`src/hdl/lwt_pkg.sv`:
```
// lwt_pkg: shared sizes, codes and record types of the reader-writer lock word table
// no dependencies; imported by every module of the block but lwt_ram
`default_nettype none

package lwt_pkg;

    // table geometry
    localparam int NUM_LOCKS      = 64;
    localparam int MAX_READERS    = 256;
    localparam int THREAD_ID_BITS = 16;

    localparam int LOCK_AW = (NUM_LOCKS > 1) ? $clog2(NUM_LOCKS) : 1;
    localparam int LVL_W   = $clog2(2 * MAX_READERS) + 1;

    // fixed field widths of the request and result transfers
    localparam int OP_W     = 3;
    localparam int IDX_W    = 6;
    localparam int TID_IN_W = 16;
    localparam int CNT_W    = 9;

    typedef logic signed [LVL_W-1:0] level_t;

    // lock word landmarks: free, second exclusive hold, recursion ceiling
    localparam level_t LVL_FREE  = level_t'(MAX_READERS);
    localparam level_t LVL_FLOOR = level_t'(-MAX_READERS);
    localparam level_t LVL_OVF   = level_t'(1 - 2 * MAX_READERS);
    localparam level_t LVL_ZERO  = level_t'(0);
    localparam level_t LVL_ONE   = level_t'(1);
    localparam level_t LVL_TWO   = level_t'(2);

    typedef enum logic [OP_W-1:0] {
        OP_S_TRY      = 3'd0,
        OP_X_LOCK     = 3'd1,
        OP_X_NOWAIT   = 3'd2,
        OP_S_UNLOCK   = 3'd3,
        OP_X_UNLOCK   = 3'd4,
        OP_SET_WAITER = 3'd5,
        OP_QUERY      = 3'd6
    } opcode_t;

    typedef enum logic [1:0] {
        ST_GRANT   = 2'd0,
        ST_RESERVE = 2'd1,
        ST_DENY    = 2'd2,
        ST_ERROR   = 2'd3
    } grant_code_t;

    typedef enum logic [1:0] {
        WS_FREE = 2'd0,
        WS_EXCL = 2'd1,
        WS_WAIT = 2'd2
    } wstate_t;

    // one lock word record as held in the table memory
    typedef struct packed {
        logic                      waiter;
        logic                      rec;
        logic [THREAD_ID_BITS-1:0] owner;
        level_t                    level;
    } entry_t;

    localparam int ENTRY_W = $bits(entry_t);

    localparam entry_t ENTRY_RESET = '{
        waiter: 1'b0,
        rec:    1'b0,
        owner:  '0,
        level:  LVL_FREE
    };

    // decoded request
    typedef struct packed {
        opcode_t             op;
        logic [IDX_W-1:0]    idx;
        logic [TID_IN_W-1:0] tid;
        logic                pass;
    } req_t;

    // result fields
    typedef struct packed {
        grant_code_t      status;
        logic             wake_all;
        logic             wake_res;
        wstate_t          ws;
        logic [CNT_W-1:0] rc;
        logic [CNT_W-1:0] xc;
    } result_t;

endpackage

`default_nettype wire

```
`src/hdl/lwt_ram.sv`:
```
// lwt_ram: generic single-write, single-read synchronous memory, registered read data
// no dependencies
`default_nettype none

module lwt_ram #(
    parameter int WIDTH  = 8,
    parameter int DEPTH  = 64,
    parameter int ADDR_W = (DEPTH > 1) ? $clog2(DEPTH) : 1
) (
    input  wire logic              aclk,
    input  wire logic              wr_en,
    input  wire logic [ADDR_W-1:0] wr_addr,
    input  wire logic [WIDTH-1:0]  wr_data,
    input  wire logic              rd_en,
    input  wire logic [ADDR_W-1:0] rd_addr,
    output logic      [WIDTH-1:0]  rd_data
);

    logic [WIDTH-1:0] mem [DEPTH];

    // write port
    always_ff @(posedge aclk) begin
        if (wr_en) begin
            mem[wr_addr] <= wr_data;
        end
    end

    // read port, registered read data
    always_ff @(posedge aclk) begin
        if (rd_en) begin
            rd_data <= mem[rd_addr];
        end
    end

endmodule

`default_nettype wire

```
`src/hdl/lwt_update.sv`:
```
// lwt_update: applies one request to a lock word record and forms the result fields
// depends on lwt_pkg
`default_nettype none

module lwt_update (
    input  wire lwt_pkg::req_t   req,
    input  wire logic            in_range,
    input  wire lwt_pkg::entry_t cur,
    output lwt_pkg::entry_t      nxt,
    output lwt_pkg::result_t     res
);
    import lwt_pkg::*;

    level_t                    lw;
    level_t                    nl;
    level_t                    relock_lvl;
    logic                      relock_err;
    logic                      owner_ok;
    logic [THREAD_ID_BITS-1:0] tid_m;
    entry_t                    upd;
    grant_code_t               st;
    logic                      wake_all;
    logic                      wake_res;

    assign lw       = cur.level;
    assign tid_m    = req.tid[THREAD_ID_BITS-1:0];
    assign owner_ok = cur.rec && (cur.owner == tid_m);

    // recursive relock by the owning writer
    assign relock_err = (lw != LVL_ZERO) && ((lw > LVL_FLOOR) || (lw <= LVL_OVF));
    assign relock_lvl = (lw == LVL_ZERO) ? LVL_FLOOR : lw - LVL_ONE;

    // opcode decode and record update
    always_comb begin
        upd      = cur;
        st       = ST_GRANT;
        wake_all = 1'b0;
        wake_res = 1'b0;
        unique case (req.op)
            OP_S_TRY: begin
                if (lw > LVL_ONE) begin
                    upd.level = lw - LVL_ONE;
                end else begin
                    st = ST_DENY;
                end
            end
            OP_X_LOCK: begin
                if (lw > LVL_ZERO) begin
                    upd.level = lw - LVL_FREE;
                    upd.owner = tid_m;
                    upd.rec   = !req.pass;
                    st        = (lw == LVL_FREE) ? ST_GRANT : ST_RESERVE;
                end else if (!req.pass && owner_ok) begin
                    if (relock_err) begin
                        st = ST_ERROR;
                    end else begin
                        upd.level = relock_lvl;
                    end
                end else begin
                    st = ST_DENY;
                end
            end
            OP_X_NOWAIT: begin
                if (lw == LVL_FREE) begin
                    upd.level = LVL_ZERO;
                    upd.owner = tid_m;
                    upd.rec   = 1'b1;
                end else if ((lw <= LVL_ZERO) && owner_ok) begin
                    if (relock_err) begin
                        st = ST_ERROR;
                    end else begin
                        upd.level = relock_lvl;
                    end
                end else begin
                    st = ST_DENY;
                end
            end
            OP_S_UNLOCK: begin
                if (((lw > LVL_ZERO) && (lw < LVL_FREE)) ||
                    ((lw < LVL_ZERO) && (lw > LVL_FLOOR))) begin
                    upd.level = lw + LVL_ONE;
                    wake_res  = (lw == -LVL_ONE);
                end else begin
                    st = ST_ERROR;
                end
            end
            OP_X_UNLOCK: begin
                if (!((lw == LVL_ZERO) || (lw <= LVL_FLOOR)) ||
                    (cur.rec && (cur.owner != tid_m))) begin
                    st = ST_ERROR;
                end else if (lw == LVL_ZERO) begin
                    upd.rec   = 1'b0;
                    upd.level = LVL_FREE;
                    if (cur.waiter) begin
                        upd.waiter = 1'b0;
                        wake_all   = 1'b1;
                    end
                end else if (lw == LVL_FLOOR) begin
                    upd.level = LVL_ZERO;
                end else begin
                    upd.level = lw + LVL_ONE;
                end
            end
            OP_SET_WAITER: begin
                upd.waiter = 1'b1;
            end
            OP_QUERY: begin
            end
            default: begin
                st = ST_ERROR;
            end
        endcase
    end

    assign nxt = in_range ? upd : cur;
    assign nl  = upd.level;

    // result fields from the lock word after the step
    always_comb begin
        res          = '0;
        res.status   = st;
        res.wake_all = wake_all;
        res.wake_res = wake_res;
        if (nl > LVL_ZERO) begin
            res.ws = WS_FREE;
            res.rc = CNT_W'(LVL_FREE - nl);
        end else if ((nl == LVL_ZERO) || (nl <= LVL_FLOOR)) begin
            res.ws = WS_EXCL;
            res.xc = (nl == LVL_ZERO) ? CNT_W'(1) : CNT_W'(LVL_TWO - (nl + LVL_FREE));
        end else begin
            res.ws = WS_WAIT;
            res.rc = CNT_W'(-nl);
        end
        if (!in_range) begin
            res        = '0;
            res.status = ST_ERROR;
        end
    end

endmodule

`default_nettype wire

```
`src/hdl/rw_lock_word_table.sv`:
```
// rw_lock_word_table: top level, stream ports, table memory, forwarding and output register
// depends on lwt_pkg, lwt_ram and lwt_update
`default_nettype none

// Reader-writer lock word table. Each request transfer names a lock, a thread, a pass flag
// and an opcode; each one yields exactly one result transfer. A new request is accepted every
// cycle while the result side keeps taking transfers: the accept cycle reads the lock record
// from the table memory, then the update stage applies the request, writes the record back
// and loads the output register, which offers the result. A stalled result holds the update
// stage and, behind it, the input. The rate is set by the single read-modify-write on the
// table memory; a request that follows right behind one to the same lock takes the record
// from the write-back register. Per-lock valid bits stand for the reset state, so every lock
// reads as free right out of reset with no clearing pass.

module rw_lock_word_table (
    input  wire logic        aclk,
    input  wire logic        aresetn,
    input  wire logic        s_tvalid,
    output logic             s_tready,
    // opcode[2:0], lock_index[8:3], thread[24:9], pass_flag[25], zero[31:26]
    input  wire logic [31:0] s_tdata,
    output logic             m_tvalid,
    input  wire logic        m_tready,
    // status[1:0], wake_all_waiters[2], wake_reserved_writer[3], writer_state[5:4],
    // reader_count[14:6], exclusive_count[23:15]
    output logic      [23:0] m_tdata
);
    import lwt_pkg::*;

    req_t               s_req;
    logic [LOCK_AW-1:0] s_addr;
    logic               s_fire;

    logic               s1_vld_reg;
    logic               s1_vld_next;
    req_t               s1_req_reg;
    logic [LOCK_AW-1:0] s1_addr;
    logic               s1_in_range;
    logic               s1_fire;

    logic [NUM_LOCKS-1:0] valid_reg;
    logic                 rd_vld_reg;
    logic [ENTRY_W-1:0]   rd_data;

    logic               wr_en;
    logic               wr_vld_reg;
    logic [LOCK_AW-1:0] wr_addr_reg;
    entry_t             wr_data_reg;
    logic               fwd_hit;

    entry_t             cur_entry;
    entry_t             upd_next;
    result_t            upd_res;

    logic               out_vld_reg;
    logic               out_vld_next;
    logic [23:0]        out_data_reg;

    // request unpacking
    assign s_req.op   = opcode_t'(s_tdata[2:0]);
    assign s_req.idx  = s_tdata[8:3];
    assign s_req.tid  = s_tdata[24:9];
    assign s_req.pass = s_tdata[25];
    assign s_addr     = LOCK_AW'(s_req.idx);

    // pipeline handshake
    assign s1_fire  = s1_vld_reg && (!out_vld_reg || m_tready);
    assign s_tready = !s1_vld_reg || s1_fire;
    assign s_fire   = s_tvalid && s_tready;

    assign s1_addr     = LOCK_AW'(s1_req_reg.idx);
    assign s1_in_range = (int'(s1_req_reg.idx) < NUM_LOCKS);
    assign wr_en       = s1_fire && s1_in_range;

    assign s1_vld_next  = s_fire || (s1_vld_reg && !s1_fire);
    assign out_vld_next = s1_fire || (out_vld_reg && !m_tready);

    // control state
    always_ff @(posedge aclk) begin
        if (!aresetn) begin
            s1_vld_reg  <= 1'b0;
            out_vld_reg <= 1'b0;
            wr_vld_reg  <= 1'b0;
            valid_reg   <= '0;
        end else begin
            s1_vld_reg  <= s1_vld_next;
            out_vld_reg <= out_vld_next;
            if (s1_fire) begin
                wr_vld_reg <= wr_en;
            end
            if (wr_en) begin
                valid_reg[s1_addr] <= 1'b1;
            end
        end
    end

    // request, valid bit, write-back payload and output data registers
    always_ff @(posedge aclk) begin
        if (s_fire) begin
            s1_req_reg <= s_req;
            rd_vld_reg <= valid_reg[s_addr];
        end
        if (wr_en) begin
            wr_addr_reg <= s1_addr;
            wr_data_reg <= upd_next;
        end
        if (s1_fire) begin
            out_data_reg <= {upd_res.xc, upd_res.rc, upd_res.ws, upd_res.wake_res,
                             upd_res.wake_all, upd_res.status};
        end
    end

    // lock record storage
    lwt_ram #(
        .WIDTH  (ENTRY_W),
        .DEPTH  (NUM_LOCKS),
        .ADDR_W (LOCK_AW)
    ) u_ram (
        .aclk    (aclk),
        .wr_en   (wr_en),
        .wr_addr (s1_addr),
        .wr_data (upd_next),
        .rd_en   (s_fire),
        .rd_addr (s_addr),
        .rd_data (rd_data)
    );

    // forward the last write-back over a stale read of the same lock
    assign fwd_hit   = wr_vld_reg && (wr_addr_reg == s1_addr);
    assign cur_entry = fwd_hit    ? wr_data_reg :
                       rd_vld_reg ? entry_t'(rd_data) : ENTRY_RESET;

    lwt_update u_update (
        .req      (s1_req_reg),
        .in_range (s1_in_range),
        .cur      (cur_entry),
        .nxt      (upd_next),
        .res      (upd_res)
    );

    assign m_tvalid = out_vld_reg;
    assign m_tdata  = out_data_reg;

`ifndef ASSERT_OFF
    // an error result leaves the lock record untouched
    a_error_no_change: assert property (@(posedge aclk) disable iff (!aresetn)
        (s1_fire && (upd_res.status == ST_ERROR)) |-> (upd_next == cur_entry))
        else $error("error result modified the lock record");

    // written lock words stay within the legal level range
    a_level_range: assert property (@(posedge aclk) disable iff (!aresetn)
        wr_en |-> ((upd_next.level <= LVL_FREE) && (upd_next.level >= LVL_OVF)))
        else $error("lock level out of range on write-back");

    // a written lock is marked valid from the next cycle on
    a_valid_set: assert property (@(posedge aclk) disable iff (!aresetn)
        wr_en |=> valid_reg[$past(s1_addr)])
        else $error("valid bit not set after write-back");

    // input stalls only while a request is held in the update stage
    a_ready_stall: assert property (@(posedge aclk) disable iff (!aresetn)
        !s_tready |-> (s1_vld_reg && out_vld_reg && !m_tready))
        else $error("input stalled without a blocked request");
`endif

endmodule

`default_nettype wire

```
`config.mk`:
```
export PLATFORM = sky130hd
export DESIGN_NAME = rw_lock_word_table
export DESIGN_NICKNAME = d
export VERILOG_FILES = /design/src/hdl/lwt_pkg.sv /design/src/hdl/lwt_ram.sv /design/src/hdl/lwt_update.sv /design/src/hdl/rw_lock_word_table.sv
export SDC_FILE = /design/constraint.sdc
export NUM_CORES = 2
export LEC_CHECK = 0
export BUFFER_PORTS_ARGS = -buffer_cell sky130_fd_sc_hd__buf_4
export CORE_UTILIZATION = 35
export DETAILED_ROUTE_END_ITERATION = 10
export GPL_TIMING_DRIVEN = 0
export HOLD_SLACK_MARGIN = 0.06
export PLACE_DENSITY = 0.46
export REMOVE_ABC_BUFFERS = 1
export SETUP_SLACK_MARGIN = 0.02
export SLEW_MARGIN = 10
export SYNTH_ARGS = -nofsm -noshare
export SYNTH_HDL_FRONTEND = slang
export SYNTH_HIERARCHICAL = 1
export SYNTH_SLANG_ARGS = --single-unit
```
`constraint.sdc`:
```
create_clock -name aclk -period 10.08 [get_ports aclk]
set_clock_uncertainty 0.05 [all_clocks]
set_input_delay 3.024 -clock aclk [delete_from_list [all_inputs] [get_ports aclk]]
set_output_delay 3.024 -clock aclk [all_outputs]
set_load 0.1 [all_outputs]
```
# After elaboration in Yosys (flattened, before gate mapping)
# Memories as Yosys holds them, arrays and structs flattened. A register that Yosys moved wholly into a read port is not among the register bits.
# Index checks and enable logic that the tools add are counted.
# totals
register_bits	152
latchBits	0
ram_bits	1792
rom_bits	0
in_bits	36
out_inout_bits	26
word_cells	136
n_memories	1
# mem_list
name	depth	word_bits	rd	rd_ports_with_merged_regs	wr	line_no	source
u_ram.mem	64	28	1	1	1	lwt_ram.sv:19	logic [WIDTH-1:0] mem [DEPTH];
# op_classes
n_addsub	7
n_mul	0
n_div	0
magnitude_cmp	13
eq_ne	12
shifts	0
muxes	42
bitwise	4
n_reduce_logical	37
# op_table
operator	count
10-bit two-way mux	11
64-bit OR	1
28-bit two-way mux	2
10-bit case mux with 5 select lines	1
17-bit two-way mux	2
16-bit case mux with 2 select lines	1
2-bit two-way mux	11
10-bit by 1-bit > comparator with 1-bit output (second input constant)	2
10-bit by 9-bit less-or-equal comparator with 1-bit output (second input constant)	2
10-bit logical NOT	2
9-bit two-way mux	2
16-bit equality test	1
16-bit inequality test	1
6-bit by 7-bit less-than comparator with 1-bit output (second input constant)	2
1-bit logical AND	13
2-bit case mux with 6 select lines	1
10-bit by 2-bit adder with 10-bit output (second input constant)	1
10-bit by 1-bit equality test with 1-bit output (second input constant)	1
10-bit equality test (second input constant)	1
10-bit by 9-bit equality test with 1-bit output (second input constant)	1
10-bit by 2-bit > comparator with 1-bit output (second input constant)	1
10-bit by 9-bit > comparator with 1-bit output (second input constant)	1
10-bit by 1-bit less-or-equal comparator with 1-bit output (second input constant)	1
10-bit less-or-equal comparator (second input constant)	1
26 further kinds	52

# Depth between registers and ports, before layout
# logic_depth
ltp_word	14
mapped_depth	24
depth_no_buf	19

# Hierarchy
# Netlist, hierarchy kept.
# by_module_without_submodules
module	n_inst	cells_per_inst	area_per_inst_um2	seq_area_each_um2
lwt_ram	1	3105	69469.1	54652.4
rw_lock_word_table	1	486	6187.2	3893.7
lwt_update	1	368	2409.8	0.0

# Worst setup path before layout
# Ideal clock, no wire load.
# synth_path
path_kind	input -> register
startpoint	input port m_tready
endpoint	memory u_ram/mem[48][0] (netlist bit) (enable)
setup_time_ps	448
t_arrival_ps	8216
required_ps	9582
setup_slack_ps	1366
path_stages	5
n_path_buf	0
path_cell_list	nor2b_1 -> nor2_1 -> nor2b_1 -> nand4b_1 -> nor3_1
# synth_between
elab_chain_cells	4
# synth_rtl
item	line_no	source
start: declaration	rw_lock_word_table.sv:23	input wire logic m_tready,
1-bit logical OR	rw_lock_word_table.sv:67	assign s1_fire = s1_vld_reg && (!out_vld_reg || m_tready);
1-bit logical AND	rw_lock_word_table.sv:67	
via s1_fire	rw_lock_word_table.sv:39	logic s1_fire;
1-bit two-way mux	lwt_ram.sv:23	if (wr_en) begin
1-bit two-way mux (not written as such)	lwt_ram.sv:24	mem[wr_addr] <= wr_data;
end: declaration	lwt_ram.sv:19	
# The timed path passes the listed nets, and every way through them passes these cells.

==> impl_results.md <==
- Synth Area in Compound Gates: 4.46%
- Worst Setup Path Type: reg -> reg
- Port bufs: 55
- Routed vias: 39248
- Nets@finish: 4180
- Most numerous cell in the Yosys netlist: edfxtp_1
- Post-Synthesis Cell Area: 0.0781 mm2
- Leakage: 0.0288 uW
- Largest register FFs: 1792
- DRC errors left: 0
- Fill count: 19425
- Clk sinks: 1972
- Final setup fails: 0
- CP Data Arrival Time: 8.90 ns
- PD cells: 196 mW/mm2
- Hold_buf cts: 0
- Crit share post-route: 82.1%
- Peak supply drop: 0.149 mV
- Share of the synthesized area in the top cell type: 73.3%
- Final Hold Fails: 0
- Top post-synthesis cells by area: edfxtp_1 73%, mux4_2 11%, mux2_2 1.9%
- Die Span X: 474 um
- Final wirelength: 213000 um
- Multiplexer area fraction after synthesis: 14.9%
- Die height: 474 um
- Pins Over Slew Limit: 0
- Reg clk slew, reported paths: 0.06 ns
- Total core area: 0.221 mm2
- Synth Area in Adders: 0.144%
- Initial DRC count: 3696
- Largest family of logic cells by synthesized area: multiplexers
- 1st-pass router iterations: 5
- Detail Route Antenna Nets: 0
- Outcome: finished with violations
- Post-synth EDFFs: 1905
- Seq cells post-synth: 1972
- Final total power: 17900 uW
- HPWL Detailed: 132000 um
- Relative slew slack: 0.570%
- Final hold slack: 0.407 ns
- Seq/Total Area, Yosys: 75.0%
- XOR/XNOR share of the synthesized area: 0.393%
- CTS root buf: clkbuf_16
- Layout cells sized above 1: 26.2%
- Async SR Flop Fraction: 0%
- Yosys warns: 6
- Cts bufs inserted: 208
- Global-route wire length before repair: 302000 um
- Area growth from synthesis to final layout: 17.1%
- Cell variety after synth: 88
- Post-Synth Simple-Gate Area: 3.35%
- CP Launch Type: register
- Unrepaired setup endpoints after global routing: no
- Syn Area/Cell: 19.7 um2
- GRT Util Overall: 19.0%
- Postcts setup bufs: 0
- Antenna violations before repair: 6
- Routed WL per cell: 29.3 um
- Routability-driven placement congestion ratio: 0.811
- Pin slew with the least headroom to its limit: 1.48 ns
- CP Data Required Time: 10.71 ns
- Gr ovfl total: 0
- Post-CTS Resized: 0
- Final Critical Period: 8.27 ns
- Failing checks: capacitance limit
- Die area: 0.225 mm2
- Largest net degree at the start of global routing: 84
- Number of global-route vias before repair: 39299
- Max_cap viols: 1
- TritonCTS clock tree: built
- Predominant post-synthesis flop cell: edfxtp_1
- Via/cell ratio: 5.40
- Worst skew pair latency: 0.85 ns
- Number of buffers on the longest clock path: 3
- IO Count: 62
- Initial Util: 35.4%
- Rows: 172
- H-tree depth: 4
- CP max FO: 25
- Gate Count Post-Synth: 3959
- Largest area contributor in the netlist: edfxtp_1
- FMAX: 0.121 GHz
- Hold Crit Class: reg -> reg
- Most instantiated cells after synthesis: 1905 x edfxtp_1, 374 x mux4_2, 156 x nor2_1, 145 x mux2i_1, 132 x mux2_2
- Worst setup EP type: register
[cells by family after synthesis]
family | Yosys count
other | 1
buffers and inverters | 277
adders and majority gates | 9
DFF | 1972
muxes | 661
AOI/OAI and AO/OA | 500
xor gates and xnor gates | 35
and+or+nand+nor | 504
[cell usage in the layout (no fill, tap or decap), drive strengths merged, types with 9 or more instances in the layout]
cell type,n
a211oi,20
nand2,80
o22ai,109
xnor2,23
nand2b,16
buf,198
a22oi,36
nor2b,64
o21a,34
clkbuf,266
nor3,48
ha,9
o22a,23
nand4,19
o211ai,21
mux4,384
and3,9
bufinv,14
nor4,16
nor2,156
clkinv,93
dfxtp,67
mux2,132
o221ai,14
nand3b,10
or3,9
a22o,18
a21o,18
o21ai,52
nor3b,12
mux2i,145
a31o,12
inv,50
edfxtp,1905
and2,9
a21oi,82
o311ai,16
nand3,25
xor2,12
[path summary, 6_finish.rpt]
kind / from / endpoint / slack (ns) / cells past startpoint
hold / removal: valid_reg[43] / valid_reg[43] / 0.41 / 1
hold reg to reg: valid_reg[43] / valid_reg[43] / 0.41 / 1
setup reg to reg: s1_addr[5] / m_tdata[17] / 1.81 / 22
setup / recovery: s1_addr[5] / m_tdata[17] / 1.81 / 22
[area by class of cell]
type,count,area [um2],area share (%)
inverter,45,169,0.185
clock inverter,115,998,1.09
tap,2958,3700,4.05
multi-input combinational,1710,19000,20.7
sequential,1972,58500,64.0
timing repair buffer,198,3440,3.77
clock buffer,266,5590,6.11
antenna,6,15.0,0.0164
[routing by layer]
| layer | share of wire [%] | global-route usage [%] |
|---|---|---|
| met1 | 46 | 27.6 |
| met3 | 4.7 | 2.41 |
| met4 | 2.3 | 4.92 |
| met5 | 0 | 0 |
| met2 | 47 | 29.9 |
[where the power goes]
part           total [uW]  leakage (uW)  switching, uW  internal [uW]
Clock                7430       0.00322           3180           4260
Combinational        1280       0.00764            864            412
Sequential           9210        0.0179           32.8           9170
Total               17900        0.0288           4070          13800
[critical path, stage by stage (launching register included)]
cell and delay [ns]:
edfxtp_1 1.23, xor2_1 0.18, nor4_2 0.34, buf_4 0.25, buf_4 0.21, buf_4 0.20
buf_4 0.16, buf_4 0.17, mux2i_1 0.68, inv_1 0.15, ha_1 0.32, or4b_2 0.67
a211oi_2 0.28, a311o_2 0.22, and4_4 0.26, o211a_1 0.25, nand2_1 0.11, a21oi_1 0.57
ha_1 0.30, nor3b_1 0.50, a41oi_1 0.30, or2_1 0.46, nor3_4 0.23
[per-stage QoR]
stage / setup TNS, ns / cell area (um2) / setup slack, ns / std cells / utilization [%]
final: 0 / 91400 / 1.81 / 7270 / 41.4
after global routing: 0 / 91400 / 1.37 / 7265 / 41.4
after CTS: 0 / 91400 / 1.81 / 7264 / 41.4
after detailed placement: 0 / 84800 / 1.85 / 6883 / 38.4
after global placement: - / 81000 / -11.63 / 6740 / 36.7
after floorplan: -504.16 / 76900 / -1.08 / 3727 / -
Note: power is estimated with default switching activity, not from simulation.
